File: config.mk
export PLATFORM = sky130hd
export DESIGN_NAME = length_prefixed_frame_receiver_flat
export DESIGN_NICKNAME = d
export VERILOG_FILES = /design/src/sv/lpfr_pkg.sv /design/src/sv/lpfr_if.sv /design/src/sv/length_prefixed_frame_receiver.sv /design/src/flat_wrapper.sv
export SDC_FILE = /design/constraint.sdc
export NUM_CORES = 1
export LEC_CHECK = 0
export BUFFER_PORTS_ARGS = -buffer_cell sky130_fd_sc_hd__buf_2
export CAP_MARGIN = 20
export CORE_MARGIN = 5
export CORE_UTILIZATION = 55
export DETAILED_ROUTE_END_ITERATION = 12
export GPL_ROUTABILITY_DRIVEN = 0
export GPL_TIMING_DRIVEN = 0
export PLACE_DENSITY = 0.77
export SLEW_MARGIN = 20
export SYNTH_ARGS = -nofsm -noshare
export SYNTH_HDL_FRONTEND = slang
export SYNTH_SLANG_ARGS = --single-unit
File: constraint.sdc
create_clock -name clock -period 3.11 [get_ports clock]
set_input_delay 0.622 -clock clock [delete_from_list [all_inputs] [get_ports clock]]
set_output_delay 0.622 -clock clock [all_outputs]
set_load 0.02 [all_outputs]
File: src/sv/lpfr_pkg.sv
// ----------------------------------------------------------------------------
// lpfr_pkg: shared definitions for the length-prefixed frame receiver
// Field widths, register indexes, reset values and the parser and result
// codes used by the interfaces and the receiver.
// ----------------------------------------------------------------------------
package lpfr_pkg;

   localparam int ByteWidth     = 8;
   localparam int CrcWidth      = 16;
   localparam int KindWidth     = 2;
   localparam int CsrIndexWidth = 2;
   localparam int CsrDataWidth  = 8;

   localparam logic [CsrIndexWidth-1:0] CsrStartDelimiter = 2'd0;
   localparam logic [CsrIndexWidth-1:0] CsrEndDelimiter   = 2'd1;

   localparam logic [ByteWidth-1:0] StartDelimiterReset = 8'd2;
   localparam logic [ByteWidth-1:0] EndDelimiterReset   = 8'd3;

   typedef enum logic [2:0] {
      SegStart  = 3'd0,
      SegId     = 3'd1,
      SegLength = 3'd2,
      SegData   = 3'd3,
      SegCrc    = 3'd4,
      SegEnd    = 3'd5
   } segment_type;

   typedef enum logic [KindWidth-1:0] {
      KindPayload  = 2'd0,
      KindAccepted = 2'd1,
      KindDropped  = 2'd2
   } kind_type;

endpackage

File: src/sv/lpfr_if.sv
// ----------------------------------------------------------------------------
// lpfr_req_if / lpfr_rsp_if: request and result channels of the receiver
// Valid/ready channels; an item moves at a clock edge with both high.
// ----------------------------------------------------------------------------
interface lpfr_req_if;
   logic                           valid;
   logic                           ready;
   logic [lpfr_pkg::ByteWidth-1:0] rx_byte;

   modport source (output valid, output rx_byte, input ready);
   modport sink   (input valid, input rx_byte, output ready);
endinterface

interface lpfr_rsp_if;
   logic                           valid;
   logic                           ready;
   logic [lpfr_pkg::KindWidth-1:0] result_kind;
   logic [lpfr_pkg::ByteWidth-1:0] frame_id;
   logic [lpfr_pkg::ByteWidth-1:0] frame_length;
   logic [lpfr_pkg::ByteWidth-1:0] payload_byte;
   logic [lpfr_pkg::ByteWidth-1:0] payload_index;
   logic [lpfr_pkg::CrcWidth-1:0]  frame_crc;

   modport source (output valid, output result_kind, output frame_id,
                   output frame_length, output payload_byte,
                   output payload_index, output frame_crc, input ready);
   modport sink   (input valid, input result_kind, input frame_id,
                   input frame_length, input payload_byte,
                   input payload_index, input frame_crc, output ready);
endinterface

File: src/sv/length_prefixed_frame_receiver.sv
// Path: a request byte that yields a result passes through the input register,
// then the result register, before it shows on rsp.
// Throughput: one byte per cycle while rsp is not stalled; the parser state updates once per byte.
// Reset: synchronous; the parser returns to waiting for a start delimiter,
// captured fields clear and the delimiters go back to 2 and 3.
// ----------------------------------------------------------------------------
// length_prefixed_frame_receiver: byte-wise deframer
// Finds start delimiter, id, length, payload, CRC and end delimiter and
// reports each payload byte and a frame-done result.
// ----------------------------------------------------------------------------
module length_prefixed_frame_receiver (
   input  logic                               clock,
   input  logic                               reset,
   lpfr_req_if.sink                           req_chan,
   lpfr_rsp_if.source                         rsp_chan,
   input  logic                               csr_write_enable,
   input  logic [lpfr_pkg::CsrIndexWidth-1:0] csr_index,
   input  logic [lpfr_pkg::CsrDataWidth-1:0]  csr_write_data
);

   localparam int BW = lpfr_pkg::ByteWidth;

   // Configuration.
   logic [BW-1:0] start_delim_ff;
   logic [BW-1:0] end_delim_ff;

   // Input register.
   logic          in_valid_ff;
   logic [BW-1:0] in_byte_ff;

   // Parser state.
   lpfr_pkg::segment_type seg_ff, seg_in;
   logic [BW-1:0]                   count_ff, count_in;
   logic [BW-1:0]                   length_ff, length_in;
   logic [BW-1:0]                   id_ff, id_in;
   logic [lpfr_pkg::CrcWidth-1:0]   crc_ff, crc_in;

   // Result of the byte being processed.
   logic                            res_valid;
   lpfr_pkg::kind_type              res_kind;
   logic [BW-1:0]                   res_payload;
   logic [BW-1:0]                   res_index;
   logic [lpfr_pkg::CrcWidth-1:0]   res_crc;
   logic [BW-1:0]                   count_plus;

   // Result register.
   logic                            out_valid_ff;
   lpfr_pkg::kind_type              out_kind_ff;
   logic [BW-1:0]                   out_id_ff;
   logic [BW-1:0]                   out_length_ff;
   logic [BW-1:0]                   out_payload_ff;
   logic [BW-1:0]                   out_index_ff;
   logic [lpfr_pkg::CrcWidth-1:0]   out_crc_ff;

   logic advance;
   logic process;

   // The pipeline moves whenever the result register is empty or drained.
   assign advance        = !out_valid_ff || rsp_chan.ready;
   assign process        = in_valid_ff && advance;
   assign req_chan.ready = !in_valid_ff || advance;

   always_ff @(posedge clock) begin
      if (reset) begin
         start_delim_ff <= lpfr_pkg::StartDelimiterReset;
         end_delim_ff   <= lpfr_pkg::EndDelimiterReset;
      end else if (csr_write_enable) begin
         if (csr_index == lpfr_pkg::CsrStartDelimiter) begin
            start_delim_ff <= csr_write_data;
         end else if (csr_index == lpfr_pkg::CsrEndDelimiter) begin
            end_delim_ff <= csr_write_data;
         end
      end
   end

   always_ff @(posedge clock) begin
      if (reset) begin
         in_valid_ff <= 1'b0;
      end else if (req_chan.ready) begin
         in_valid_ff <= req_chan.valid;
      end
   end

   always_ff @(posedge clock) begin
      if (req_chan.ready && req_chan.valid) begin
         in_byte_ff <= req_chan.rx_byte;
      end
   end

   always_ff @(posedge clock) begin
      if (reset) begin
         seg_ff    <= lpfr_pkg::SegStart;
         count_ff  <= '0;
         length_ff <= '0;
         id_ff     <= '0;
         crc_ff    <= '0;
      end else if (process) begin
         seg_ff    <= seg_in;
         count_ff  <= count_in;
         length_ff <= length_in;
         id_ff     <= id_in;
         crc_ff    <= crc_in;
      end
   end

   assign count_plus = count_ff + {{(BW-1){1'b0}}, 1'b1};

   always_comb begin
      seg_in      = seg_ff;
      count_in    = count_ff;
      length_in   = length_ff;
      id_in       = id_ff;
      crc_in      = crc_ff;
      res_valid   = 1'b0;
      res_kind    = lpfr_pkg::KindPayload;
      res_payload = '0;
      res_index   = '0;
      res_crc     = '0;
      unique case (seg_ff)
         lpfr_pkg::SegId: begin
            id_in  = in_byte_ff;
            seg_in = lpfr_pkg::SegLength;
         end
         lpfr_pkg::SegLength: begin
            length_in = in_byte_ff;
            count_in  = '0;
            seg_in    = (in_byte_ff == '0) ? lpfr_pkg::SegCrc : lpfr_pkg::SegData;
         end
         lpfr_pkg::SegData: begin
            res_valid   = 1'b1;
            res_payload = in_byte_ff;
            res_index   = count_ff;
            if (count_plus == length_ff) begin
               count_in = '0;
               seg_in   = lpfr_pkg::SegCrc;
            end else begin
               count_in = count_plus;
            end
         end
         lpfr_pkg::SegCrc: begin
            if (count_ff == '0) begin
               crc_in   = {crc_ff[lpfr_pkg::CrcWidth-1:BW], in_byte_ff};
               count_in = {{(BW-1){1'b0}}, 1'b1};
            end else begin
               crc_in   = {in_byte_ff, crc_ff[BW-1:0]};
               count_in = '0;
               seg_in   = lpfr_pkg::SegEnd;
            end
         end
         lpfr_pkg::SegEnd: begin
            // The end byte always closes the frame, right or wrong.
            res_valid = 1'b1;
            res_kind  = (in_byte_ff == end_delim_ff) ? lpfr_pkg::KindAccepted
                                                     : lpfr_pkg::KindDropped;
            res_crc   = crc_ff;
            seg_in    = lpfr_pkg::SegStart;
            count_in  = '0;
            length_in = '0;
            crc_in    = '0;
         end
         default: begin
            seg_in = (in_byte_ff == start_delim_ff) ? lpfr_pkg::SegId
                                                    : lpfr_pkg::SegStart;
         end
      endcase
   end

   always_ff @(posedge clock) begin
      if (reset) begin
         out_valid_ff <= 1'b0;
      end else if (advance) begin
         out_valid_ff <= process && res_valid;
      end
   end

   always_ff @(posedge clock) begin
      if (process && res_valid) begin
         out_kind_ff    <= res_kind;
         out_id_ff      <= id_ff;
         out_length_ff  <= length_ff;
         out_payload_ff <= res_payload;
         out_index_ff   <= res_index;
         out_crc_ff     <= res_crc;
      end
   end

   assign rsp_chan.valid         = out_valid_ff;
   assign rsp_chan.result_kind   = out_kind_ff;
   assign rsp_chan.frame_id      = out_id_ff;
   assign rsp_chan.frame_length  = out_length_ff;
   assign rsp_chan.payload_byte  = out_payload_ff;
   assign rsp_chan.payload_index = out_index_ff;
   assign rsp_chan.frame_crc     = out_crc_ff;

endmodule
File: src/flat_wrapper.sv
// flat-port wrapper written by rule: the top's interface ports become plain ports
module length_prefixed_frame_receiver_flat 
  (clock, reset, csr_write_enable, csr_index, csr_write_data, req_chan_valid, req_chan_rx_byte, req_chan_ready, rsp_chan_valid, rsp_chan_result_kind, rsp_chan_frame_id, rsp_chan_frame_length, rsp_chan_payload_byte, rsp_chan_payload_index, rsp_chan_frame_crc, rsp_chan_ready);
  lpfr_req_if req_chan_i ();
  lpfr_rsp_if rsp_chan_i ();
  input  logic clock;
  input  logic reset;
  input  logic csr_write_enable;
  input  logic [lpfr_pkg::CsrIndexWidth-1:0] csr_index;
  input  logic [lpfr_pkg::CsrDataWidth-1:0] csr_write_data;
  input wire logic [$bits(req_chan_i.valid)-1:0] req_chan_valid;
  input wire logic [$bits(req_chan_i.rx_byte)-1:0] req_chan_rx_byte;
  output wire logic [$bits(req_chan_i.ready)-1:0] req_chan_ready;
  output wire logic [$bits(rsp_chan_i.valid)-1:0] rsp_chan_valid;
  output wire logic [$bits(rsp_chan_i.result_kind)-1:0] rsp_chan_result_kind;
  output wire logic [$bits(rsp_chan_i.frame_id)-1:0] rsp_chan_frame_id;
  output wire logic [$bits(rsp_chan_i.frame_length)-1:0] rsp_chan_frame_length;
  output wire logic [$bits(rsp_chan_i.payload_byte)-1:0] rsp_chan_payload_byte;
  output wire logic [$bits(rsp_chan_i.payload_index)-1:0] rsp_chan_payload_index;
  output wire logic [$bits(rsp_chan_i.frame_crc)-1:0] rsp_chan_frame_crc;
  input wire logic [$bits(rsp_chan_i.ready)-1:0] rsp_chan_ready;
  assign req_chan_i.valid = req_chan_valid;
  assign req_chan_i.rx_byte = req_chan_rx_byte;
  assign req_chan_ready = req_chan_i.ready;
  assign rsp_chan_valid = rsp_chan_i.valid;
  assign rsp_chan_result_kind = rsp_chan_i.result_kind;
  assign rsp_chan_frame_id = rsp_chan_i.frame_id;
  assign rsp_chan_frame_length = rsp_chan_i.frame_length;
  assign rsp_chan_payload_byte = rsp_chan_i.payload_byte;
  assign rsp_chan_payload_index = rsp_chan_i.payload_index;
  assign rsp_chan_frame_crc = rsp_chan_i.frame_crc;
  assign rsp_chan_i.ready = rsp_chan_ready;
  length_prefixed_frame_receiver u_core (.clock(clock), .reset(reset), .req_chan(req_chan_i), .rsp_chan(rsp_chan_i), .csr_write_enable(csr_write_enable), .csr_index(csr_index), .csr_write_data(csr_write_data));
endmodule
==> results of run 1 <==
==> through the flow <==
step | hold WS, ns | TNS [ns] | instances | setup slack, ns
after floorplan | 0.408 | 0 | 457 | 0.320
after global placement | 0.416 | -19.34 | 639 | -0.392
after detailed placement | 0.415 | 0 | 640 | 0.438
after CTS | 0.271 | 0 | 672 | 0.700
after global routing | 0.263 | 0 | 672 | 0.423
final | 0.278 | 0 | 672 | 0.630
==> cells in the final DEF, fill, tap and decap left out, drive strengths merged, types with 4 or more instances in the layout <==
master / n
a311oi: 4
dfxtp: 61
a21oi: 38
nand3: 12
nor2: 53
buf: 85
mux2i: 25
nor3: 12
and2: 6
nor4: 5
nand4: 13
nand2: 29
clkinv: 4
clkbuf: 49
xor2: 13
and3: 34
inv: 8
edfxtp: 58
xnor2: 13
==> kinds of logic after synthesis <==
| group | synth area share |
|---|---|
| and+or+nand+nor | 0.188 |
| DFF | 0.595 |
| muxes | 0.0502 |
| adders and majority gates | 0.00502 |
| AOI/OAI and AO/OA | 0.0716 |
| buffers and inverters | 0.0409 |
| xor gates and xnor gates | 0.0495 |
==> worst reg2reg max path, cell delays in order (launching register included) <==
cell and delay [ns]:
dfxtp_1 0.46, ha_1 0.31, nand3_1 0.20, o21a_1 0.23
nor4b_2 0.44, a311oi_2 0.22, buf_6 0.19, a31oi_1 0.21
o31ai_1 0.10
==> layer usage <==
layer  global-route usage  share of wire  vias up
met5                    0              0        -
met4               0.0813          0.019        0
met3               0.0530          0.068       20
met2                0.338           0.50      149
met1                0.254           0.42     1793
li1                     -              -     1826
==> final cells by class <==
class                           count  area, um^2
Buffer                             38         178
Clock buffer                       21         439
Clock inverter                     11         149
Fill cell                         651        2670
Inverter                            7        26.3
Multi-Input combinational cell    293        1810
Sequential cell                   119        2960
Tap cell                          108         135
Timing Repair Buffer               75         390
==> worst paths after layout <==
| kind | from | end | cells past startpoint |
|---|---|---|---|
| worst max-delay path | u_core.count_ff[0]$_SDFFE_PP0P_ | u_core.count_ff[5]$_SDFFE_PP0P_ | 8 |
| worst min-delay path | req_chan_rx_byte[0] | u_core.in_byte_ff[0]$_DFFE_PP_ | 1 |
| worst max register to register | u_core.count_ff[0]$_SDFFE_PP0P_ | u_core.count_ff[5]$_SDFFE_PP0P_ | 8 |
| worst min register to register | u_core.id_ff[4]$_SDFFE_PP0P_ | u_core.rsp_chan.frame_id[4]$_DFFE_PP_ | 0 |
==> power breakdown <==
group	internal [mW]	total [mW]	leakage [nW]	switching, mW
clock	1.24	1.92	0.279	0.674
combinational	0.0630	0.187	1.23	0.124
sequential	1.66	1.67	1.07	0.0123
==> registers in the layout (all words and copies together), names as in the netlist, 3 cells and up <==
name and cells:
u_core.start_delim_ff 8, u_core.seg_ff 3, u_core.rsp_chan.frame_crc 16, u_core.count_ff 8
u_core.end_delim_ff 8, u_core.rsp_chan.payload_byte 8, u_core.rsp_chan.payload_index 8, u_core.length_ff 8
u_core.rsp_chan.frame_length 8, u_core.rsp_chan.frame_id 8, u_core.crc_ff 16, u_core.id_ff 8
u_core.in_byte_ff 8
==> out/results.txt, run 1 <==
final core utilization -> 0.695
synth cell count leaders -> dfxtp_1 (61), edfxtp_1 (58), nor2_1 (53)
Synthesized Nets -> 482
clock sink count -> 119
routed vias/inst -> 5.64
CTS tree -> done
EDFF count, synth -> 58
Max stage delay cell, worst path -> dfxtp_1
required time worst endpoint -> 3.50 ns
crit path capture type -> register
Placed Area -> 0.00551 mm^2
arrival time at the worst endpoint -> 2.88 ns
postcts setup bufs -> 0
final instance area -> 0.00609 mm^2
total I/O pin count -> 75
syn avg cell area -> 10.9 um^2
final hold vios -> 0
synth-to-layout area growth -> 22.4%
PostCTS Resize Cnt -> 0
crit-path leading delay family -> compound AO/OA/AOI/OAI gates
initial core utilization -> 0.568
final setup fails -> 0
pwr dens -> 619 mW/mm^2
pin count of the biggest net entering global routing -> 42
die footprint -> 0.0111 mm^2
Seq cells post-synth -> 119
FFs w/ async S/R, synth -> 0
slowest stage delay, CP -> 0.46 ns
share of cells above drive strength 1 -> 0.215
DR WL/cell -> 16.6 um
DRT antenna net count -> 0
global-route wire length before repair -> 17,800 um
Worst VDD drop -> 0.485 mV
Clock Skew -> 0.00913 ns
vias in the first global route -> 3,579
outcome -> completed
n_diodes -> 0
I/O Buffers -> 74
routed vias -> 3,788
Fmax -> 0.403 GHz
post-synthesis sequential area ratio -> 0.595
top-count cell post-synth -> dfxtp_1
H-tree depth -> 4
initial antenna violation count -> 0
drt initial violations -> 303
reg2reg setup slack -> 0.63 ns
CP bufs+invs -> 1
final layout net count -> 576
CTS Hold Bufs -> 0
Slew Limit Fails -> 0
crit share post-route -> 0.798
leading area contributor after synthesis -> edfxtp_1
Reg clk slew, reported paths -> 0.06 ns
post-synth top area share -> 0.350
CTS Buf Count -> 17
first drt pass iteration count -> 5
Die Width -> 105 um
synth warn -> 0
CP max FO -> 10
Pwr Total -> 3.78 mW
Main synth FF type -> dfxtp_1
unrepaired setup endpoints after global routing -> false
Period minus WS final -> 2.48 ns
Setup Crit Path Kind -> reg2reg
Detail Placement HPWL -> 7600 um
Worst-Skew Late Latency -> 0.52 ns
gate count of the mapped netlist -> 457
CP Cell Sequence -> ha_1 > nand3_1 > o21a_1 > nor4b_2 > a311oi_2 > buf_6 > a31oi_1 > o31ai_1
Clock Tree Buf Depth -> 2
static leakage -> 2.57 nW
slew of the pin with the lowest slew margin -> 0.820 ns
Max-slew headroom -> 0.449
Hold WC Path Type -> in2reg
number of remaining DRC errors -> 0
GRT Util Overall -> 0.204
unique cell type count in the Yosys netlist -> 45
Total Wirelength -> 11,100 um
MaxCap Viol Count -> 0
top cells by area, synth -> edfxtp_1 (35%), dfxtp_1 (25%), mux2i_1 (5.0%)
# rows -> 34
Die H -> 105 um
Clock Tree Root -> clkbuf_8
GRT Residual Overflow -> 0
post-synthesis cell area -> 0.00498 mm^2
Core Box Area -> 0.00876 mm^2
startpoint types -> register
Power figures use the tool's default switching activity.
==> run 2: changes to the inputs <==
--- a/config.mk
+++ b/config.mk
@@ -5,14 +5,15 @@
 export SDC_FILE = /design/constraint.sdc
 export NUM_CORES = 1
 export LEC_CHECK = 0
+export ABC_AREA = 1
 export BUFFER_PORTS_ARGS = -buffer_cell sky130_fd_sc_hd__buf_2
 export CAP_MARGIN = 20
 export CORE_MARGIN = 5
-export CORE_UTILIZATION = 55
+export CORE_UTILIZATION = 51
 export DETAILED_ROUTE_END_ITERATION = 12
 export GPL_ROUTABILITY_DRIVEN = 0
 export GPL_TIMING_DRIVEN = 0
-export PLACE_DENSITY = 0.77
+export PLACE_DENSITY = 0.75
 export SLEW_MARGIN = 20
 export SYNTH_ARGS = -nofsm -noshare
 export SYNTH_HDL_FRONTEND = slang
==> constraint.sdc (replaced) <==
create_clock -name clock -period 2.1 [get_ports clock]
set_input_delay 0.42 -clock clock [delete_from_list [all_inputs] [get_ports clock]]
set_output_delay 0.42 -clock clock [all_outputs]
set_load 0.02 [all_outputs]
==> out/results.txt, run 2 <==
Synthesized Nets -> 556
crit path capture type -> register
CP dominant cell by count -> nand2_1
Total Wirelength -> 11,100 um
Worst-Skew Late Latency -> 0.51 ns
total I/O pin count -> 75
arrival time at the worst endpoint -> 2.34 ns
PostCTS Resize Cnt -> 0
Core Box Area -> 0.00968 mm^2
Switching Power -> 1.27 mW
required time worst endpoint -> 2.50 ns
share of cells above drive strength 1 -> 0.258
top cells by area, synth -> edfxtp_1 (35%), dfxtp_1 (24%), nor2_1 (5.5%)
Clock Skew -> 0.00711 ns
DR WL/cell -> 14.3 um
pin count of the biggest net entering global routing -> 28
Die Width -> 109 um
I/O Buffers -> 74
number of remaining DRC errors -> 0
drt initial violations -> 256
clock power share -> 0.513
worst setup margin -> 0.163 ns
CP max FO -> 9
post-synthesis sequential area ratio -> 0.589
slowest stage delay, CP -> 0.36 ns
global-route wire length before repair -> 18,000 um
unique cell type count in the Yosys netlist -> 37
CTS Hold Bufs -> 0
Clock Tree Buf Depth -> 2
synth-to-layout area growth -> 24.4%
final hold vios -> 0
post-synth top area share -> 0.346
placed insts -> 740
first drt pass iteration count -> 5
clock sink count -> 119
Sw Ratio -> 0.220
outcome -> completed
gate count of the mapped netlist -> 531
Seq cells post-synth -> 119
Main synth FF type -> dfxtp_1
postcts setup bufs -> 0
EDFF count, synth -> 58
commonest non-fill, non-tap cell in the layout -> buf_2
unrepaired setup endpoints after global routing -> false
synth cell count leaders -> nor2_1 (74), dfxtp_1 (61), inv_1 (59)
Slew Limit Fails -> 0
startpoint types -> register
Fmax -> 0.516 GHz
routed vias -> 3,954
P_int -> 4.50 mW
die footprint -> 0.0119 mm^2
slew of the pin with the lowest slew margin -> 0.720 ns
final setup fails -> 0
Reg clk slew, reported paths -> 0.06 ns
syn avg cell area -> 9.47 um^2
CP bufs+invs -> 1
sequential power share -> 0.437
# rows -> 36
MaxCap Viol Count -> 0
CP Cell Sequence -> ha_1 > nand2_2 > clkinv_1 > nand3_1 > nand2_1 > nand2_1 > nand2_1 > nor2_2 > nand3_4 > nand2_4 > nand3_1 > nand2_1 > nor2_1
final layout net count -> 651
fin cells -> 772
pre-CTS WS -> 0.198 ns
n_diodes -> 0
Hold WC Path Type -> in2reg
initial antenna violation count -> 0
GRT Util Overall -> 0.199
reg2reg setup slack -> 0.16 ns
leading area contributor after synthesis -> edfxtp_1
crit share post-route -> 0.923
pwr dens -> 922 mW/mm^2
Detail Placement HPWL -> 7920 um
FFs w/ async S/R, synth -> 0
initial core utilization -> 0.519
routed vias/inst -> 5.12
vias in the first global route -> 3,901
static leakage -> 2.56 nW
crit-path leading delay family -> simple AND/OR/NAND/NOR gates
Die H -> 109 um
combinational power share -> 0.050
Worst VDD drop -> 0.516 mV
CTS tree -> done
Period minus WS final -> 1.94 ns
CTS Buf Count -> 17
top-count cell post-synth -> nor2_1
synth warn -> 0
Clock Tree Root -> clkbuf_8
Max-slew headroom -> 0.520
DRT antenna net count -> 0
GRT Residual Overflow -> 0
H-tree depth -> 4
most frequent cells in the layout -> buf_2 (76), nor2_1 (73), dfxtp_1 (60)
post-synthesis cell area -> 0.00503 mm^2
Max stage delay cell, worst path -> dfxtp_1
Setup Crit Path Kind -> reg2reg
[run 2: worst paths after layout]
kind,startpoint,end,depth (start not counted)
worst max register to register,u_core.count_ff[0]$_SDFFE_PP0P_,u_core.seg_ff[1]$_SDFFE_PP0P_,13
worst min register to register,u_core.id_ff[4]$_SDFFE_PP0P_,u_core.rsp_chan.frame_id[4]$_DFFE_PP_,0
worst max-delay path,u_core.count_ff[0]$_SDFFE_PP0P_,u_core.seg_ff[1]$_SDFFE_PP0P_,13
worst min-delay path,req_chan_rx_byte[7],u_core.in_byte_ff[7]$_DFFE_PP_,1
[run 2: metal layers]
metal  GRT usage  wire length (um)  up-vias
li1            -                 -     1970
met3      0.0593               753       32
met1       0.232              4500     1796
met2       0.329              5500      156
met5           0                 0        -
met4       0.111               306        0
[run 2: logic make-up (layout without fill, tap and decap cells)]
| logic type | after synthesis | after routing | share of synthesized area |
|---|---|---|---|
| and+or+nand+nor | 206 | 206 | 0.199 |
| DFF | 119 | 119 | 0.589 |
| AOI/OAI and AO/OA | 107 | 107 | 0.119 |
| buffers and inverters | 86 | 194 | 0.0687 |
| xor gates and xnor gates | 11 | 11 | 0.0192 |
| adders and majority gates | 2 | 2 | 0.00497 |
[run 2: power by group through the flow]
stage / clock network, mW / registers (mW) / logic [mW]
after floorplan: 0 / 2.55 / 0.194
after global placement: 0 / 2.57 / 0.272
after detailed placement: 0 / 2.57 / 0.283
after CTS: 3.02 / 2.52 / 0.287
after global routing: 3.15 / 2.53 / 0.322
final: 2.96 / 2.52 / 0.289
[run 2: per-stage QoR]
stage | hold WS, ns | power, mW | util | TNS, ns | cell area [um^2]
2_1_floorplan | 0.403 | 2.75 | - | -4.92 | 5050
3_3_place_gp | 0.410 | 2.84 | 0.577 | -20.81 | 5580
3_5_place_dp | 0.412 | 2.85 | 0.582 | 0 | 5640
4_1_cts | 0.0483 | 5.82 | 0.646 | 0 | 6250
5_1_grt | 0.0536 | 6.00 | 0.646 | 0 | 6250
6_report | 0.0780 | 5.77 | 0.646 | 0 | 6250
[run 2: layout make-up]
class / count / area (um^2)
fillers: 751 / 3430
flip-flops and latches: 119 / 2960
multi-input cells: 326 / 1730
repair buffers: 76 / 425
clock buffers: 17 / 414
inverters: 70 / 263
clock inverters: 15 / 201
well taps: 133 / 166
plain buffers: 16 / 88.8
[run 2: worst register-to-register path, stage by stage, from the launching register on]
cell	delay [ns]
dfxtp_1	0.36
ha_1	0.24
nand2_2	0.11
clkinv_1	0.15
nand3_1	0.13
nand2_1	0.09
nand2_1	0.07
nand2_1	0.05
nor2_2	0.14
nand3_4	0.16
nand2_4	0.12
nand3_1	0.08
nand2_1	0.08
nor2_1	0.05
==> run 3: changes to the inputs <==
--- a/config.mk
+++ b/config.mk
@@ -9,11 +9,13 @@
 export BUFFER_PORTS_ARGS = -buffer_cell sky130_fd_sc_hd__buf_2
 export CAP_MARGIN = 20
 export CORE_MARGIN = 5
-export CORE_UTILIZATION = 51
+export CORE_UTILIZATION = 53
+export CTS_BUF_LIST = sky130_fd_sc_hd__clkbuf_2
 export DETAILED_ROUTE_END_ITERATION = 12
 export GPL_ROUTABILITY_DRIVEN = 0
 export GPL_TIMING_DRIVEN = 0
-export PLACE_DENSITY = 0.75
+export PLACE_DENSITY = 0.78
+export SKIP_LAST_GASP = 1
 export SLEW_MARGIN = 20
 export SYNTH_ARGS = -nofsm -noshare
 export SYNTH_HDL_FRONTEND = slang
==> out/results.txt, run 3 (synthesis gave the netlist of run 2 again) <==
H-tree depth -> 4
CP max FO -> 9
Max-slew headroom -> 0.529
global-route wire length before repair -> 18,000 um
Total Wirelength -> 10,900 um
Clock Tree Root -> clkbuf_2
Hold WC Path Type -> in2reg
final hold vios -> 0
outcome -> completed
final setup fails -> 0
Setup Crit Path Kind -> reg2reg
P_int -> 3.00 mW
unrepaired setup endpoints after global routing -> false
Switching Power -> 1.05 mW
first drt pass iteration count -> 5
commonest non-fill, non-tap cell in the layout -> buf_2
initial core utilization -> 0.544
initial antenna violation count -> 0
Period minus WS final -> 1.95 ns
Fmax -> 0.513 GHz
vias in the first global route -> 3,893
drt initial violations -> 262
crit share post-route -> 0.928
most frequent cells in the layout -> buf_2 (76), nor2_1 (73), inv_1 (59), dfxtp_1 (59)
Worst VDD drop -> 0.401 mV
hold path depth -> 3
Placed Area -> 0.00563 mm^2
# rows -> 35
combinational power share -> 0.076
final core utilization -> 0.645
Detail Placement HPWL -> 7890 um
Sw Ratio -> 0.259
DRT antenna net count -> 0
synth-to-layout area growth -> 18.5%
worst setup margin -> 0.152 ns
slew of the pin with the lowest slew margin -> 0.706 ns
CTS tree -> done
Pwr Total -> 4.05 mW
Worst-Skew Late Latency -> 0.66 ns
CTS Buf Count -> 17
pin count of the biggest net entering global routing -> 28
static leakage -> 2.45 nW
final instance area -> 0.00596 mm^2
Die Width -> 107 um
arrival time at the worst endpoint -> 2.50 ns
die footprint -> 0.0115 mm^2
total I/O pin count -> 75
MaxCap Viol Count -> 0
routed vias/inst -> 5.24
R2R depth -> 13
Clock Tree Buf Depth -> 2
sequential power share -> 0.622
final layout net count -> 665
Slew Limit Fails -> 0
number of remaining DRC errors -> 0
DR WL/cell -> 13.9 um
pwr dens -> 679 mW/mm^2
routed vias -> 4,091
required time worst endpoint -> 2.65 ns
I/O Buffers -> 74
clock power share -> 0.302
GRT Util Overall -> 0.198
share of cells above drive strength 1 -> 0.250
Core Box Area -> 0.00924 mm^2
Reg clk slew, reported paths -> 0.18 ns
Clock Skew -> 0.0205 ns
GRT Residual Overflow -> 0
crit path capture type -> register
pre-CTS WS -> 0.220 ns
n_diodes -> 0
startpoint types -> register
Die H -> 107 um
clock sink count -> 119
==> run 3: changes by cell type in the layout (fill, tap and decap cells not counted) <==
cell           delta
dlygate4sd3_1    +14
bufinv_16         -3
clkinv_4          -1
clkbuf_16        -16
clkbuf_2         +20
inv_6             -3
dfxtp_2           +1
clkbuf_8          -1
clkinvlp_4        -1
dfxtp_1           -1
clkinv_2          +2
clkinv_1          +2
==> run 3: worst paths after layout <==
kind                                   start                                    end  slack [ns]
min reg2reg     u_core.id_ff[7]$_SDFFE_PP0P_  u_core.rsp_chan.frame_id[7]$_DFFE_PP_        0.44
min                        csr_write_data[3]    u_core.end_delim_ff[3]$_SDFFE_PP0P_        0.04
max          u_core.count_ff[1]$_SDFFE_PP0P_          u_core.seg_ff[1]$_SDFFE_PP0P_        0.15
max reg2reg  u_core.count_ff[1]$_SDFFE_PP0P_          u_core.seg_ff[1]$_SDFFE_PP0P_        0.15
==> run 3: repair_timing <==
action	CTS	global route
gates resized for setup	0	1
hold buffers	12	2
endpoints found under the hold margin	13	2
setup endpoints to repair	0	1
buffers inserted	0	0
==> run 3: worst max-delay path: stages, from the launching register on <==
cell,delay (ns)
dfxtp_1,0.39
ha_1,0.22
nand2_2,0.10
clkinv_1,0.15
nand3_1,0.14
nand2_1,0.09
nand2_1,0.08
nand2_1,0.07
nor2_2,0.16
nand3_4,0.15
nand2_4,0.11
nand3_1,0.08
nand2_1,0.06
nor2_1,0.04
==> run 3: power by group through the flow <==
stage / Clock, mW / Sequential, mW / Combinational (mW)
after global placement: 0 / 2.56 / 0.271
final: 1.22 / 2.52 / 0.306
after CTS: 1.24 / 2.52 / 0.299
after floorplan: 0 / 2.55 / 0.194
after detailed placement: 0 / 2.57 / 0.280
after global routing: 1.36 / 2.52 / 0.342
==> run 3: cell type report <==
cell class | count | area, um^2
buffer | 16 | 88.8
clock buffer | 20 | 100
clock inverter | 11 | 86.3
fill | 741 | 3280
inverter | 70 | 263
multi-input combinational | 326 | 1730
sequential | 119 | 2970
tap | 129 | 161
timing repair buffer | 90 | 566
==> run 3: per-layer routing <==
metal | track usage | up-vias | part of all wire
met2 | 0.341 | 159 | 0.50
met3 | 0.0606 | 36 | 0.071
met1 | 0.227 | 1905 | 0.40
met5 | 0 | - | 0
met4 | 0.0848 | 0 | 0.029
li1 | - | 1991 | -
==> run 3: per-stage QoR <==
stage	hold WS [ns]	std cells	TNS (ns)
5_1_grt	0.00570	781	0
2_1_floorplan	0.403	531	-4.92
4_1_cts	0.00346	779	0
6_report	0.0368	781	0
3_3_place_gp	0.411	734	-20.84
3_5_place_dp	0.414	736	0
